==> config.mk <==
export PLATFORM = sky130hd
export DESIGN_NAME = byte_stuffing_frame_decoder_flat
export DESIGN_NICKNAME = d
export VERILOG_FILES = /design/src/hdl/bsfd_pkg.sv /design/src/hdl/bsfd_byte_if.sv /design/src/hdl/bsfd_front.sv /design/src/hdl/bsfd_queue.sv /design/src/hdl/bsfd_back.sv /design/src/hdl/byte_stuffing_frame_decoder.sv /design/src/flat_wrapper.sv
export SDC_FILE = /design/constraint.sdc
export NUM_CORES = 1
export LEC_CHECK = 0
export ABC_AREA = 1
export BUFFER_PORTS_ARGS = -buffer_cell sky130_fd_sc_hd__buf_2
export CAP_MARGIN = 25
export CORE_MARGIN = 1
export CORE_UTILIZATION = 45
export DETAILED_ROUTE_END_ITERATION = 10
export GPL_TIMING_DRIVEN = 1
export SYNTH_ARGS = -nofsm -noshare
export SYNTH_HDL_FRONTEND = slang
export SYNTH_SLANG_ARGS = --single-unit
==> constraint.sdc <==
create_clock -name clk -period 11.1 [get_ports clk]
set_input_delay 1.11 -clock clk [delete_from_list [all_inputs] [get_ports clk]]
set_output_delay 1.11 -clock clk [all_outputs]
set_load 0.02 [all_outputs]
==> src/hdl/bsfd_pkg.sv <==
// shared types and constants of the byte stuffing frame decoder
package bsfd_pkg;

  localparam logic [7:0] FLAG_BYTE = 8'h41;
  localparam logic [7:0] ESC_BYTE  = 8'h42;
  localparam logic [7:0] ESC_FLAG  = 8'h43;
  localparam logic [7:0] ESC_ESC   = 8'h44;

  localparam logic [1:0] KIND_DATA = 2'd0;
  localparam logic [1:0] KIND_END  = 2'd1;
  localparam logic [1:0] KIND_OVF  = 2'd2;

  localparam int unsigned MAX_LEN_W = 15;
  localparam int unsigned COUNT_W   = 16;
  localparam logic [MAX_LEN_W-1:0] MAX_LEN_RESET = 15'd512;

  typedef enum logic [2:0] {
    MODE_HUNT  = 3'b001,
    MODE_FRAME = 3'b010,
    MODE_ESC   = 3'b100
  } mode_t;

  // one queued command: an optional leading literal escape byte, then the main result
  typedef struct packed {
    logic               lit_b;
    logic [1:0]         kind;
    logic [7:0]         data_byte;
    logic [COUNT_W-1:0] frame_length;
  } cmd_t;

endpackage

==> src/hdl/bsfd_byte_if.sv <==
// channel interfaces: raw received bytes and decoded results
interface bsfd_byte_if;
  logic       valid;
  logic       ready;
  logic [7:0] rx_byte;
  modport source(output valid, output rx_byte, input ready);
  modport sink(input valid, input rx_byte, output ready);
endinterface

interface bsfd_result_if;
  logic        valid;
  logic        ready;
  logic [1:0]  kind;
  logic [7:0]  data_byte;
  logic [15:0] frame_length;
  logic        last;
  modport source(output valid, output kind, output data_byte, output frame_length,
                 output last, input ready);
  modport sink(input valid, input kind, input data_byte, input frame_length,
               input last, output ready);
endinterface

==> src/hdl/bsfd_front.sv <==
// front end: accepts raw bytes, tracks framing state, emits commands
module bsfd_front import bsfd_pkg::*; (
  input  logic                 clk,
  input  logic                 rst,
  bsfd_byte_if.sink            byte_chan,
  input  logic [MAX_LEN_W-1:0] max_len,
  input  logic                 queue_full,
  output logic                 push,
  output cmd_t                 cmd
);

  mode_t              mode, mode_next;
  logic [COUNT_W-1:0] raw_count, raw_count_next;
  logic [COUNT_W-1:0] decoded_count, decoded_count_next;
  logic [COUNT_W-1:0] raw_inc;
  logic [COUNT_W-1:0] limit;
  logic [COUNT_W-1:0] dec_base;
  logic               lit;
  logic               accept;
  logic               emit;
  logic [7:0]         b;

  assign byte_chan.ready = !queue_full;
  assign accept = byte_chan.valid && !queue_full;
  assign push   = accept && emit;
  assign b      = byte_chan.rx_byte;
  assign raw_inc = raw_count + COUNT_W'(1);
  assign limit   = {max_len, 1'b0};
  assign lit     = (mode == MODE_ESC);
  assign dec_base = decoded_count + COUNT_W'(lit);

  always_comb begin
    mode_next          = mode;
    raw_count_next     = raw_count;
    decoded_count_next = decoded_count;
    emit               = 1'b0;
    cmd                = '0;
    case (mode)
      MODE_FRAME, MODE_ESC: begin
        raw_count_next = raw_inc;
        if (raw_inc > limit) begin
          // limit test comes first, a pending escape is dropped
          emit      = 1'b1;
          cmd.kind  = KIND_OVF;
          mode_next = MODE_HUNT;
        end else if (lit && b == ESC_FLAG) begin
          emit               = 1'b1;
          cmd.kind           = KIND_DATA;
          cmd.data_byte      = FLAG_BYTE;
          decoded_count_next = decoded_count + COUNT_W'(1);
          mode_next          = MODE_FRAME;
        end else if (lit && b == ESC_ESC) begin
          emit               = 1'b1;
          cmd.kind           = KIND_DATA;
          cmd.data_byte      = ESC_BYTE;
          decoded_count_next = decoded_count + COUNT_W'(1);
          mode_next          = MODE_FRAME;
        end else if (b == FLAG_BYTE) begin
          emit               = 1'b1;
          cmd.lit_b          = lit;
          cmd.kind           = KIND_END;
          cmd.frame_length   = dec_base;
          decoded_count_next = dec_base;
          mode_next          = MODE_HUNT;
        end else if (b == ESC_BYTE) begin
          // a stale escape becomes a literal, the new one stays pending
          emit               = lit;
          cmd.kind           = KIND_DATA;
          cmd.data_byte      = ESC_BYTE;
          decoded_count_next = dec_base;
          mode_next          = MODE_ESC;
        end else begin
          emit               = 1'b1;
          cmd.lit_b          = lit;
          cmd.kind           = KIND_DATA;
          cmd.data_byte      = b;
          decoded_count_next = dec_base + COUNT_W'(1);
          mode_next          = MODE_FRAME;
        end
      end
      default: begin
        mode_next = MODE_HUNT;
        if (b == FLAG_BYTE) begin
          mode_next          = MODE_FRAME;
          raw_count_next     = '0;
          decoded_count_next = '0;
        end
      end
    endcase
  end

  always_ff @(posedge clk) begin
    if (rst) begin
      mode          <= MODE_HUNT;
      raw_count     <= '0;
      decoded_count <= '0;
    end else if (accept) begin
      mode          <= mode_next;
      raw_count     <= raw_count_next;
      decoded_count <= decoded_count_next;
    end
  end

endmodule

==> src/hdl/bsfd_queue.sv <==
// command queue between front and back end
module bsfd_queue import bsfd_pkg::*; #(
  parameter int unsigned DEPTH = 4
) (
  input  logic clk,
  input  logic rst,
  input  logic push,
  input  cmd_t push_cmd,
  input  logic pop,
  output logic full,
  output logic head_valid,
  output cmd_t head
);

  localparam int unsigned PTR_W = $clog2(DEPTH);
  localparam int unsigned CNT_W = $clog2(DEPTH + 1);

  cmd_t             store [DEPTH];
  logic [PTR_W-1:0] wr_ptr;
  logic [PTR_W-1:0] rd_ptr;
  logic [CNT_W-1:0] count;

  assign full       = (count == CNT_W'(DEPTH));
  assign head_valid = (count != '0);
  assign head       = store[rd_ptr];

  always_ff @(posedge clk) begin
    if (push) begin
      store[wr_ptr] <= push_cmd;
    end
  end

  always_ff @(posedge clk) begin
    if (rst) begin
      wr_ptr <= '0;
      rd_ptr <= '0;
      count  <= '0;
    end else begin
      if (push) begin
        wr_ptr <= (wr_ptr == PTR_W'(DEPTH - 1)) ? '0 : wr_ptr + PTR_W'(1);
      end
      if (pop) begin
        rd_ptr <= (rd_ptr == PTR_W'(DEPTH - 1)) ? '0 : rd_ptr + PTR_W'(1);
      end
      if (push && !pop) begin
        count <= count + CNT_W'(1);
      end else if (pop && !push) begin
        count <= count - CNT_W'(1);
      end
    end
  end

endmodule

==> src/hdl/bsfd_back.sv <==
// back end: expands commands into result items through an output register
module bsfd_back import bsfd_pkg::*; (
  input  logic       clk,
  input  logic       rst,
  input  logic       head_valid,
  input  cmd_t       head,
  output logic       pop,
  bsfd_result_if.source result_chan
);

  logic out_valid;
  logic b_sent;
  logic load;
  logic lead;

  assign load = head_valid && (!out_valid || result_chan.ready);
  assign lead = head.lit_b && !b_sent;
  assign pop  = load && !lead;
  assign result_chan.valid = out_valid;

  always_ff @(posedge clk) begin
    if (rst) begin
      out_valid <= 1'b0;
      b_sent    <= 1'b0;
    end else begin
      if (load) begin
        out_valid <= 1'b1;
        b_sent    <= lead;
      end else if (result_chan.ready) begin
        out_valid <= 1'b0;
      end
    end
  end

  always_ff @(posedge clk) begin
    if (load) begin
      if (lead) begin
        result_chan.kind         <= KIND_DATA;
        result_chan.data_byte    <= ESC_BYTE;
        result_chan.frame_length <= '0;
        result_chan.last         <= 1'b0;
      end else begin
        result_chan.kind         <= head.kind;
        result_chan.data_byte    <= head.data_byte;
        result_chan.frame_length <= head.frame_length;
        result_chan.last         <= 1'b1;
      end
    end
  end

endmodule

==> src/hdl/byte_stuffing_frame_decoder.sv <==
// top level of the byte stuffing frame decoder
// byte_chan takes one raw received byte per request (valid/ready). the block
// hunts for the flag byte, then unstuffs the payload until the closing flag.
// result_chan gives one result per request: kind (data, end of frame,
// overflow), data_byte, frame_length and last, which marks the final result
// of one input byte. an input byte causes zero, one or two results.
// each result passes the command queue, written when its byte is accepted, and
// then the output register, which loads when empty or when its result is taken.
// throughput: one byte per cycle while each byte gives at most one result;
// a byte that gives two results holds the output register for both in turn,
// and the command queue (QUEUE_DEPTH entries) absorbs such bursts.
// when the receiver stalls, results wait in the output register and the queue;
// byte_chan keeps taking bytes until the queue is full.
// configuration: max_len at byte address 0 over the apb port, reset 512. the user
// must see that it is written only while the block is idle; the block itself has
// no check for this. the raw frame limit is twice max_len.
// reset (rst, synchronous) returns to hunting, clears counters and the queue.
module byte_stuffing_frame_decoder import bsfd_pkg::*; #(
  parameter int unsigned QUEUE_DEPTH = 4
) (
  input  logic          clk,
  input  logic          rst,
  bsfd_byte_if.sink     byte_chan,
  bsfd_result_if.source result_chan,
  input  logic          psel,
  input  logic          penable,
  input  logic          pwrite,
  input  logic [2:0]    paddr,
  input  logic [31:0]   pwdata,
  output logic [31:0]   prdata,
  output logic          pready
);

  logic [MAX_LEN_W-1:0] max_len;

  // front to queue
  logic push;
  cmd_t push_cmd;
  logic queue_full;

  // queue to back
  logic head_valid;
  cmd_t head;
  logic pop;

  // apb register: only word address 0 holds max_len
  assign pready = 1'b1;
  assign prdata = (paddr[2] == 1'b0) ? {{(32 - MAX_LEN_W){1'b0}}, max_len} : '0;

  always_ff @(posedge clk) begin
    if (rst) begin
      max_len <= MAX_LEN_RESET;
    end else if (psel && penable && pwrite && paddr[2] == 1'b0) begin
      max_len <= pwdata[MAX_LEN_W-1:0];
    end
  end

  // framing state and classification of each byte
  bsfd_front u_front (
    .clk        (clk),
    .rst        (rst),
    .byte_chan  (byte_chan),
    .max_len    (max_len),
    .queue_full (queue_full),
    .push       (push),
    .cmd        (push_cmd)
  );

  // decouples byte intake from result delivery
  bsfd_queue #(
    .DEPTH (QUEUE_DEPTH)
  ) u_queue (
    .clk        (clk),
    .rst        (rst),
    .push       (push),
    .push_cmd   (push_cmd),
    .pop        (pop),
    .full       (queue_full),
    .head_valid (head_valid),
    .head       (head)
  );

  // result generation, one result per cycle while the queue holds commands and the receiver is ready
  bsfd_back u_back (
    .clk         (clk),
    .rst         (rst),
    .head_valid  (head_valid),
    .head        (head),
    .pop         (pop),
    .result_chan (result_chan)
  );

endmodule

==> src/flat_wrapper.sv <==
// flat-port wrapper written by rule: the top's interface ports become plain ports
module byte_stuffing_frame_decoder_flat import bsfd_pkg::*;
#(
  parameter int unsigned QUEUE_DEPTH = 4
)
  (clk, rst, psel, penable, pwrite, paddr, pwdata, prdata, pready, byte_chan_valid, byte_chan_rx_byte, byte_chan_ready, result_chan_valid, result_chan_kind, result_chan_data_byte, result_chan_frame_length, result_chan_last, result_chan_ready);
  bsfd_byte_if byte_chan_i ();
  bsfd_result_if result_chan_i ();
  input  logic clk;
  input  logic rst;
  input  logic psel;
  input  logic penable;
  input  logic pwrite;
  input  logic [2:0] paddr;
  input  logic [31:0] pwdata;
  output logic [31:0] prdata;
  output logic pready;
  input wire logic [$bits(byte_chan_i.valid)-1:0] byte_chan_valid;
  input wire logic [$bits(byte_chan_i.rx_byte)-1:0] byte_chan_rx_byte;
  output wire logic [$bits(byte_chan_i.ready)-1:0] byte_chan_ready;
  output wire logic [$bits(result_chan_i.valid)-1:0] result_chan_valid;
  output wire logic [$bits(result_chan_i.kind)-1:0] result_chan_kind;
  output wire logic [$bits(result_chan_i.data_byte)-1:0] result_chan_data_byte;
  output wire logic [$bits(result_chan_i.frame_length)-1:0] result_chan_frame_length;
  output wire logic [$bits(result_chan_i.last)-1:0] result_chan_last;
  input wire logic [$bits(result_chan_i.ready)-1:0] result_chan_ready;
  assign byte_chan_i.valid = byte_chan_valid;
  assign byte_chan_i.rx_byte = byte_chan_rx_byte;
  assign byte_chan_ready = byte_chan_i.ready;
  assign result_chan_valid = result_chan_i.valid;
  assign result_chan_kind = result_chan_i.kind;
  assign result_chan_data_byte = result_chan_i.data_byte;
  assign result_chan_frame_length = result_chan_i.frame_length;
  assign result_chan_last = result_chan_i.last;
  assign result_chan_i.ready = result_chan_ready;
  byte_stuffing_frame_decoder #(.QUEUE_DEPTH(QUEUE_DEPTH)) u_core (.clk(clk), .rst(rst), .byte_chan(byte_chan_i), .result_chan(result_chan_i), .psel(psel), .penable(penable), .pwrite(pwrite), .paddr(paddr), .pwdata(pwdata), .prdata(prdata), .pready(pready));
endmodule
==> key figures, run 1 <==
Synth
  • Mapped Cells: 1,080
  • Top_reg_cell synth: edfxtp_1
  • #FFs+latches synth: 196
  • Post-synth EDFFs: 135
  • Sequential share of the synthesized area: 54.1%
  • Yosys warns: 0
  • Post-Syn Area: 0.00975 mm²
  • Syn_area_per_cell: 9.02 µm²
  • Synth cell types: 49
  • Async set-reset flop share out of synthesis: 0%

STA
  • Final clock skew: 0.0127 ns
  • Fin. Hold Viols: 0
  • Tmin final: 4.28 ns
  • Setup TNS: 0 ns
  • Final Setup Violations: 0
  • Tightest Pin Transition: 0.840 ns
  • Final period utilization: 38.6%
  • Rel. slew slack: 44.0%
  • Fmax achieved: 234 MHz
  • Unrepaired setup endpoints after global routing: false
  • Max-slew violations: 0

Min path
  • HP Class: reg -> reg

Clock network
  • Max Root-Sink Buffers: 2
  • CTS Sinks: 196
  • TritonCTS Buffers: 17
  • CTS tree: built
  • # resized after CTS: 0
  • Clock slew at the register clock pins of the worst setup and hold paths: 0.08 ns
  • CTS H-tree lvls: 4
  • Hold_buf cts: 0
  • Root buffer cell: clkbuf_16
  • Setup Buffers After CTS: 0
  • Later-pin clock latency in the skew report: 0.44 ns

Global route
  • First-pass GRT wire length: 33,900 µm
  • GRT Total Usage: 19.6%
  • Vias in the first global route: 6,789
  • Number of antenna violations at the first check in global routing: 0
  • Grt total ovfl: 0
  • Maximum number of pins on one net before global-route repair: 56

Setup path
  • Maximum fanout along the worst path: 9
  • Critical Path Start Type: flip-flop
  • Req. time, crit path: 11.42 ns
  • Critical Path End Type: flip-flop
  • Crit path arrival time: 4.60 ns
  • WS Path Type: reg -> reg

Outcome
  • Outcome: complete, no violations

Floorplanning
  • Io pins: 112
  • Num rows: 53
  • Die Wd: 149 µm
  • Chip Height: 149 µm
  • Die ar.: 0.0223 mm²
  • Starting density of the core: 46.1%
  • Core Region: 0.0212 mm²

Drt
  • Drt drc: 0
  • Drt pass-1 iters: 5
  • Post-DRT Antenna Nets: 0
  • Vias per cell: 5.05
  • Via Count: 7,216
  • WL per Instance: 14.2 µm
  • Wirelength, routed: 20,200 µm
  • Starting DRT DRC Count: 424

Layout
  • Diodes inserted: 0
  • Share of cells above drive strength 1: 15.4%
  • Area growth syn-to-layout: 11.6%
  • Util after Layout: 51.4%
  • Layout net count: 1,219
  • Filler cell count in the final layout: 1,977

Place
  • Routability cong.: 0.817
  • Port bufs: 74
  • Hpwl dp: 13,400 µm

Power and ir drop
  • Maximum vdd drop: 0.000120 V
  • Cell area power density: 165 mW/mm²
  • Overall power: 1790 µW
  • Leakage: 0.00421 µW

Flow run
  • MaxCap Viol Count: 0
cell type report:
class / count / area, µm² / area share (%)
sequential: 196 / 5280 / 48.5
multi-input combinational: 711 / 3760 / 34.6
inverter: 134 / 503 / 4.62
timing repair buffer: 82 / 430 / 3.96
clock buffer: 17 / 425 / 3.91
tap: 275 / 344 / 3.16
clock inverter: 15 / 140 / 1.29
report_power, final:
part           internal [µW]  total (µW)  leakage (µW)  switching (µW)
sequential               857         872       0.00169            15.2
combinational           97.7         333       0.00225             235
clock                    297         587      0.000277             290
total                   1250        1790       0.00421             541
cell families after synthesis:
logic type	share of synthesized area [%]
adders and majority gates	3.54
DFF	54.1
buffers and inverters	8.19
other	0.0771
AOI/OAI and AO/OA	11.5
xor gates and xnor gates	2.14
muxes	0.205
and+or+nand+nor	20.3
critical path, stage by stage (launching register included):
cell	delay [ns]
dfxtp_1	0.39
and3_1	0.21
nand3_1	0.11
nor2_1	0.17
nand4_1	0.20
nor3_2	0.26
nand4_1	0.14
and2_1	0.19
ha_1	0.31
nand4_1	0.13
nor2_1	0.17
nand2_1	0.12
nand2_1	0.08
nand2_1	0.14
nand3_1	0.11
nand2_1	0.21
inv_1	0.14
ha_1	0.15
inv_1	0.07
fa_1	0.38
a21oi_1	0.14
o21ai_0	0.11
o21ai_0	0.15
a21oi_1	0.06
stage by stage:
| step | cell area, µm² | setup slack (ns) | instances | hold WS (ns) |
|---|---|---|---|---|
| finish | 10900 | 6.82 | 1430 | 0.478 |
| global route | 10900 | 6.28 | 1430 | 0.510 |
| CTS | 10900 | 6.74 | 1430 | 0.477 |
| detailed placement | 10300 | 6.78 | 1398 | 0.468 |
| global placement | 10300 | 6.85 | 1398 | 0.458 |
| floorplan | 9810 | 7.02 | 1096 | 0.445 |
cell usage after synthesis, types with 2 or more instances:
| cell | instances | area [µm²] |
|---|---|---|
| nand2_1 | 178 | 668 |
| nor2_1 | 166 | 623 |
| edfxtp_1 | 135 | 4050 |
| inv_1 | 119 | 447 |
| a21oi_1 | 68 | 340 |
| o21ai_0 | 66 | 330 |
| dfxtp_1 | 61 | 1220 |
| nand3_1 | 35 | 175 |
| clkbuf_1 | 27 | 101 |
| ha_1 | 26 | 325 |
| o32ai_1 | 24 | 210 |
| buf_4 | 20 | 150 |
| nand4_1 | 18 | 113 |
| inv_2 | 14 | 52.6 |
| nand2_2 | 14 | 87.6 |
| o21ai_1 | 13 | 65.1 |
| xor2_1 | 13 | 114 |
| nor2_2 | 10 | 62.6 |
| xnor2_1 | 9 | 78.8 |
| nor3_1 | 7 | 35.0 |
| nor2_4 | 6 | 67.6 |
| buf_2 | 5 | 25.0 |
| a21oi_2 | 4 | 35.0 |
| nand3_2 | 3 | 30.0 |
| nand3b_1 | 3 | 22.5 |
| nor3_2 | 3 | 30.0 |
| nor4_1 | 3 | 18.8 |
| a31oi_1 | 2 | 12.5 |
| and3_1 | 2 | 12.5 |
| buf_1 | 2 | 7.51 |
| conb_1 | 2 | 7.51 |
| mux2i_1 | 2 | 20.0 |
| o211ai_1 | 2 | 15.0 |
| o221ai_1 | 2 | 17.5 |
| o22ai_1 | 2 | 12.5 |
placed cells by master (no fill, tap or decap), types with 24 or more instances in the layout:
cell type / instances
nand3_1: 35
a21oi_1: 68
o21ai_0: 66
edfxtp_1: 135
nand2_1: 178
dfxtp_1: 61
ha_1: 26
buf_2: 74
nor2_1: 162
o32ai_1: 24
inv_1: 119
worst paths after layout:
check / start / to / slack [ns] / cells after the start
worst max register to register: u_core.u_front.raw_count[0]$_SDFFE_PP0P_ / u_core.u_queue.count[2]$_SDFFE_PP0P_ / 6.82 / 23
worst max-delay path: u_core.u_front.raw_count[0]$_SDFFE_PP0P_ / u_core.u_queue.count[2]$_SDFFE_PP0P_ / 6.82 / 23
worst min-delay path: u_core.u_front.mode[1]$_SDFFE_PP0P_ / u_core.u_front.mode[1]$_SDFFE_PP0P_ / 0.48 / 2
worst min register to register: u_core.u_front.mode[1]$_SDFFE_PP0P_ / u_core.u_front.mode[1]$_SDFFE_PP0P_ / 0.48 / 2
state kept, by name, indices dropped and copies added, names as in the netlist, named ones only:
name	cells
u_core.u_queue.rd_ptr	2
u_core.u_back.result_chan.frame_length	16
u_core.u_back.result_chan.last	1
u_core.u_back.result_chan.kind	2
u_core.u_back.b_sent	1
u_core.u_front.decoded_count	16
u_core.u_queue.wr_ptr	2
u_core.u_back.result_chan.valid	1
u_core.u_front.mode	3
u_core.u_back.result_chan.data_byte	8
u_core.u_queue.count	3
u_core.u_front.raw_count	16
u_core.max_len	15
u_core.u_queue.store	108
metal layers:
metal	part of all wire [%]	GRT usage, %
met5	0	0
met4	1.1	5.46
met3	2.7	3.12
met2	48	33.2
met1	48	25.8
No activity file was read; power rests on OpenSTA's default activity.
==> inputs of run 2 (changes only) <==
==> constraint.sdc (replaced) <==
create_clock -name clk -period 4.2 [get_ports clk]
set_input_delay 0.42 -clock clk [delete_from_list [all_inputs] [get_ports clk]]
set_output_delay 0.42 -clock clk [all_outputs]
set_load 0.02 [all_outputs]
==> run 2 against run 1 <==
Compared with the run above:
- fmax is 12% higher
- critical path depth unchanged
- total power increased to 2.7 times the previous value
- clock power rose to 2.8 times the previous value
- critical path type unchanged
- count of clock-buffer cells in the layout is 1 higher
- cell count up 0.63%
- critical endpoint unchanged
- first-iteration DRC count up 5.7%
- sequential power grew to 2.7 times the previous value
- global-route usage is 0.32 points lower
- register-to-register slack worse by 6.4 ns
- largest cell class unchanged
- worst hold slack worse by 0.27 ns
==> key figures, run 2 (synthesized netlist as in run 1, its figures left out) <==
Outcome
  • Outcome: complete, no violations

Layout
  • Share of cells above drive strength 1: 16.5%
  • Diodes inserted: 0
  • Commonest non-fill, non-tap cell in the layout: nand2_1
  • Layout net count: 1,228
  • Commonest non-fill, non-tap cells in the layout: nand2_1, nor2_1, edfxtp_1
  • Max FFs per register: 108
  • Util after Layout: 52.2%
  • Top reg by flops: u_core.u_queue.store
  • Area growth syn-to-layout: 13.3%

STA
  • Fmax achieved: 261 MHz
  • Final period utilization: 91.2%
  • Final clock skew: 0.0134 ns
  • Max-slew violations: 0
  • Tmin final: 3.83 ns
  • Rel. slew slack: 41.1%
  • Fin. Hold Viols: 0
  • Final Setup Violations: 0
  • Tightest Pin Transition: 0.883 ns

Clock network
  • TritonCTS Buffers: 17
  • CTS Sinks: 196
  • Root buffer cell: clkbuf_16
  • Max Root-Sink Buffers: 2
  • CTS tree: built
  • Later-pin clock latency in the skew report: 0.44 ns
  • Clock slew at the register clock pins of the worst setup and hold paths: 0.07 ns
  • Hold_buf cts: 0
  • CTS H-tree lvls: 4

Setup path
  • Slowest CP cell: fa_1
  • Critical path, cell by cell: and3_1, nand3_1, nor2_2, nand4_1, nor3_4, nand4_1, and2_1, ha_1, nand4_1, nor2_2, nand2_1, nand2_1, nand2_2, nand3_1, nand2_1, inv_1, ha_1, inv_1, fa_1, a21oi_1, o21ai_0, o21ai_0, a21oi_1
  • Crit-path max cell delay: 0.38 ns
  • WS Path Type: reg -> reg
  • Reg2Reg Depth: 23
  • Critical R2R Launch: u_core.u_front.raw_count[0]$_SDFFE_PP0P_
  • Reg2Reg Setup Slack: 0.37 ns
  • Maximum fanout along the worst path: 6
  • Req. time, crit path: 4.52 ns
  • R2R Path End: u_core.u_queue.count[2]$_SDFFE_PP0P_
  • Critical path's top delay family: simple AND/OR/NAND/NOR gates
  • Critical Path End Type: flip-flop
  • Bufs and invs on worst path: 2
  • Crit path arrival time: 4.15 ns
  • Critical Path Start Type: flip-flop

Global route
  • Grt total ovfl: 0
  • First-pass GRT wire length: 33,200 µm
  • Global routing's busiest layer: met2
  • Maximum number of pins on one net before global-route repair: 39
  • GRT Total Usage: 19.3%
  • Met2 Resource Use GR: 32.4%
  • Global Route met1 Usage: 25.4%
  • Number of antenna violations at the first check in global routing: 0
  • Met3 Usage GRT: 3.98%
  • Vias in the first global route: 6,644

Power and ir drop
  • Overall power: 4850 µW
  • Maximum vdd drop: 0.000274 V
  • Cell area power density: 439 mW/mm²
  • Leakage: 0.00430 µW

Min path
  • Min-Delay Path Depth: 3
  • Worst Hold Path EP: u_core.max_len[9]$_SDFFE_PP1P_
  • Beginning of the worst hold path: pwdata[9]
  • HP Class: in -> reg

Drt
  • Post-DRT Antenna Nets: 0
  • WL per Instance: 14.1 µm
  • Drt drc: 0
  • Starting DRT DRC Count: 448
  • Via Count: 7,208
  • Wirelength, routed: 20,300 µm
  • Vias per cell: 5.01
  • Drt pass-1 iters: 5

Place
  • Hpwl dp: 13,700 µm
  • Routability cong.: 0.844
  • Port bufs: 74

Floorplanning
  • Die Wd: 149 µm
  • Num rows: 53
  • Io pins: 112
  • Die ar.: 0.0223 mm²
  • Chip Height: 149 µm
  • Core Region: 0.0212 mm²
  • Starting density of the core: 46.1%

Flow run
  • MaxCap Viol Count: 0
==> run 2: cell type report <==
class,count,area [µm²]
clock buffer,18,429
clock inverter,14,173
fill,1967,10100
inverter,134,503
multi-input combinational,711,3770
sequential,196,5280
tap,275,344
timing repair buffer,91,548
==> run 2: worst min-delay path, cell delays in order <==
cell,delay [ns]
buf_2,0.08
nand2_1,0.04
o211ai_1,0.06
==> run 2: per-layer routing <==
metal | wire, µm | part of all wire (%)
met1 | 9700 | 48
met2 | 9740 | 48
met3 | 694 | 3.4
met4 | 146 | 0.72
met5 | 0 | 0
==> run 2: where the power goes <==
group          leakage [µW]  total, µW  internal, µW  switching [µW]
logic               0.00232        880           267             613
clock network      0.000291       1650           899             747
registers           0.00169       2320          2270            52.7
==> run 2: worst max path at each step <==
stage,to,depth (start not counted),startpoint
after floorplan,u_core.u_queue.store[0][0]$_DFFE_PP_,19,u_core.u_front.raw_count[0]$_SDFFE_PP0P_
after CTS,u_core.u_queue.count[2]$_SDFFE_PP0P_,26,u_core.u_front.raw_count[0]$_SDFFE_PP0P_
after global routing,u_core.u_queue.count[2]$_SDFFE_PP0P_,23,u_core.u_front.raw_count[0]$_SDFFE_PP0P_
after detailed placement,u_core.u_queue.count[2]$_SDFFE_PP0P_,23,u_core.u_front.raw_count[2]$_SDFFE_PP0P_
after global placement,u_core.u_queue.count[2]$_SDFFE_PP0P_,23,u_core.u_front.raw_count[0]$_SDFFE_PP0P_
final,u_core.u_queue.count[2]$_SDFFE_PP0P_,23,u_core.u_front.raw_count[0]$_SDFFE_PP0P_
==> run 2: through the flow <==
stage / hold WS (ns) / instances / instance area [µm²] / TNS (ns) / worst slack [ns]
final: 0.206 / 1439 / 11000 / 0 / 0.371
after global routing: 0.215 / 1439 / 11000 / -0.0309 / -0.0258
after CTS: 0.198 / 1437 / 11000 / 0 / 0.243
after detailed placement: 0.467 / 1405 / 10400 / 0 / 0.263
after global placement: 0.457 / 1405 / 10400 / 0 / 0.321
after floorplan: 0.445 / 1096 / 9810 / 0 / 0.122
==> run 2: what timing repair did <==
item                       CTS  global route
setup buffers                0             2
setup endpoints to repair    0            18
gates resized for setup      0             6
==> inputs of run 3 (changes only) <==
--- a/config.mk
+++ b/config.mk
@@ -5,13 +5,14 @@
 export SDC_FILE = /design/constraint.sdc
 export NUM_CORES = 1
 export LEC_CHECK = 0
-export ABC_AREA = 1
+export ABC_CLOCK_PERIOD_IN_PS = 4200
 export BUFFER_PORTS_ARGS = -buffer_cell sky130_fd_sc_hd__buf_2
 export CAP_MARGIN = 25
 export CORE_MARGIN = 1
-export CORE_UTILIZATION = 45
+export CORE_UTILIZATION = 50
 export DETAILED_ROUTE_END_ITERATION = 10
 export GPL_TIMING_DRIVEN = 1
+export PLACE_DENSITY = 0.7
 export SYNTH_ARGS = -nofsm -noshare
 export SYNTH_HDL_FRONTEND = slang
 export SYNTH_SLANG_ARGS = --single-unit
==> run 3 against run 2 <==
Compared with the run above:
- largest power group unchanged
- critical endpoint is now u_core.u_queue.store[1][5]$_DFFE_PP_
- clock skew about the same
- sequential power about the same
- die area down 10%
- critical path type unchanged
- worst setup slack worse by 0.13 ns
==> key figures, run 3 <==
Layout
  • Top reg by flops: u_core.u_queue.store
  • Post-Layout Cell Count: 1,173
  • Commonest non-fill, non-tap cell in the layout: edfxtp_1
  • Util after Layout: 57.5%
  • Area growth syn-to-layout: 11.9%
  • Layout net count: 978
  • Diodes inserted: 0
  • Share of cells above drive strength 1: 22.0%
  • Commonest non-fill, non-tap cells in the layout: edfxtp_1, buf_2, nor2_1
  • Max FFs per register: 108

Synth
  • Post-Syn Area: 0.00968 mm²
  • Largest area contributor in the netlist: edfxtp_1
  • Top-area cell type share of the netlist area: 41.9%
  • Mapped Cells: 832
  • Async set-reset flop share out of synthesis: 0%
  • Top_reg_cell synth: edfxtp_1
  • Yosys warns: 0
  • #FFs+latches synth: 196
  • Top-count cell post-synth: edfxtp_1
  • Syn_area_per_cell: 11.6 µm²
  • Sequential share of the synthesized area: 54.5%
  • Synth cell count leaders: edfxtp_1, nor2_1, nand2_1, dfxtp_1, a21oi_1
  • Synth cell types: 83
  • Synth top area cells: edfxtp_1, dfxtp_1, mux4_2
  • Post-synth EDFFs: 135

Setup path
  • WS Path Type: reg -> reg
  • Crit path arrival time: 4.19 ns
  • Reg2Reg Setup Slack: 0.24 ns
  • Critical Path End Type: flip-flop
  • Req. time, crit path: 4.42 ns
  • Maximum fanout along the worst path: 15
  • Crit-path max cell delay: 0.53 ns
  • CP most frequent cell: buf_4
  • Slowest CP cell: or4_1
  • Critical Path Start Type: flip-flop
  • Critical path, cell by cell: nand3_1, nor3_1, buf_4, and3_1, xor2_1, ha_1, a211oi_1, o211ai_1, a21oi_1, a21oi_2, buf_4, or4_1, buf_4, a21oi_1

STA
  • Rel. slew slack: 41.6%
  • Setup TNS: 0 ns
  • Tmin final: 3.96 ns
  • Fmax achieved: 252 MHz
  • Unrepaired setup endpoints after global routing: true
  • Tightest Pin Transition: 0.876 ns
  • Max-slew violations: 0
  • Fin. Hold Viols: 0
  • Final clock skew: 0.0133 ns
  • Final period utilization: 94.3%
  • Final Setup Violations: 0

Floorplanning
  • Core Region: 0.0188 mm²
  • Die ar.: 0.0199 mm²
  • Io pins: 112
  • Starting density of the core: 51.4%
  • Die Wd: 141 µm
  • Num rows: 50
  • Chip Height: 141 µm

Power and ir drop
  • Leakage: 0.00389 µW
  • Cell area power density: 426 mW/mm²
  • Maximum vdd drop: 0.000282 V

Drt
  • WL per Instance: 16.0 µm
  • Vias per cell: 5.47
  • Starting DRT DRC Count: 435
  • Via Count: 6,420
  • Post-DRT Antenna Nets: 0
  • Wirelength, routed: 18,800 µm
  • Drt drc: 0
  • Drt pass-1 iters: 5

Global route
  • First-pass GRT wire length: 31,100 µm
  • Maximum number of pins on one net before global-route repair: 54
  • Number of antenna violations at the first check in global routing: 0
  • GRT Total Usage: 19.9%
  • Vias in the first global route: 6,267
  • Grt total ovfl: 0

Clock network
  • Later-pin clock latency in the skew report: 0.44 ns
  • CTS Sinks: 196
  • Hold_buf cts: 0
  • TritonCTS Buffers: 17
  • Clock slew at the register clock pins of the worst setup and hold paths: 0.08 ns
  • CTS tree: built
  • CTS H-tree lvls: 4
  • Max Root-Sink Buffers: 2
  • Root buffer cell: clkbuf_16

Min path
  • HP Class: in -> reg

Place
  • Routability cong.: 0.870
  • Hpwl dp: 12,600 µm
  • Port bufs: 74
  • Placed Instances: 1,142

Flow run
  • MaxCap Viol Count: 0

Outcome
  • Outcome: complete, no violations
[run 3: cell count changes after synthesis, moves of 16 or more]
| cell | change |
|---|---|
| o32ai_1 | -24 |
| nor2_1 | -94 |
| o21ai_0 | -40 |
| nand2_1 | -112 |
| nor2b_1 | +28 |
| a21oi_1 | -16 |
| inv_1 | -90 |
| mux4_2 | +27 |
[run 3: power breakdown]
group | switching [µW] | leakage [µW] | internal, µW
Sequential | 46.3 | 0.00177 | 2260
Clock | 749 | 0.000264 | 773
Combinational | 518 | 0.00186 | 272
[run 3: per-layer routing]
| layer | up-vias | routed length (µm) | global-route usage [%] |
|---|---|---|---|
| met1 | 3095 | 8610 | 25.6 |
| met4 | 0 | 236 | 6.29 |
| met5 | - | 0 | 0 |
| met3 | 20 | 697 | 3.84 |
| met2 | 144 | 9240 | 33.8 |
| li1 | 3161 | - | - |
[run 3: cells by family (layout without fill, tap and decap cells)]
group / after synthesis / after routing / share of synthesized area [%]
flip-flops: 196 / 196 / 54.5
multiplexers: 37 / 37 / 7.35
other: 2 / 18 / 0.0776
adder cells (fa/ha/maj): 27 / 27 / 3.57
buffers and inverters: 92 / 157 / 4.83
AND/OR/NAND/NOR: 304 / 304 / 16.7
AO/OA/AOI/OAI: 137 / 137 / 9.60
XOR/XNOR: 37 / 37 / 3.35
[run 3: path summary, 6_finish.rpt]
path	startpoint	to	depth (start not counted)
max	u_core.u_front.raw_count[2]$_SDFFE_PP0P_	u_core.u_queue.store[1][5]$_DFFE_PP_	14
min reg2reg	u_core.max_len[13]$_SDFFE_PP0P_	u_core.max_len[13]$_SDFFE_PP0P_	2
max reg2reg	u_core.u_front.raw_count[2]$_SDFFE_PP0P_	u_core.u_queue.store[1][5]$_DFFE_PP_	14
min	pwdata[7]	u_core.max_len[7]$_SDFFE_PP0P_	3
[run 3: what timing repair did]
item / 4_1_cts / 5_1_grt
setup buffers: 0 / 0
gates resized for setup: 0 / 8
setup endpoints to repair: 0 / 21
[run 3: final cells by class]
type,count,area (µm²)
Clock buffer,17,425
Clock inverter,14,119
Fill cell,1545,8000
Inverter,29,109
Multi-Input combinational cell,560,4040
Sequential cell,196,5280
Tap cell,260,325
Timing Repair Buffer,97,543
[run 3: worst max-delay path, delay by kind of cell (launching register included)]
family,cells,cell delay (ns)
buffers and inverters,3,0.60
XOR/XNOR,1,0.25
adder cells (fa/ha/maj),1,0.29
AO/OA/AOI/OAI,5,1.07
AND/OR/NAND/NOR,4,1.13
flip-flops,1,0.40
[run 3: metrics by stage]
stage | worst slack [ns] | total power, µW | hold slack (ns) | cell area (µm²)
after floorplan | 0.0742 | 2920 | 0.436 | 9740
after global placement | 0.226 | 3140 | 0.443 | 10300
after detailed placement | 0.150 | 3150 | 0.446 | 10300
after CTS | 0.115 | 4660 | 0.202 | 10800
after global routing | -0.00821 | 4810 | 0.216 | 10800
final | 0.238 | 4620 | 0.210 | 10800
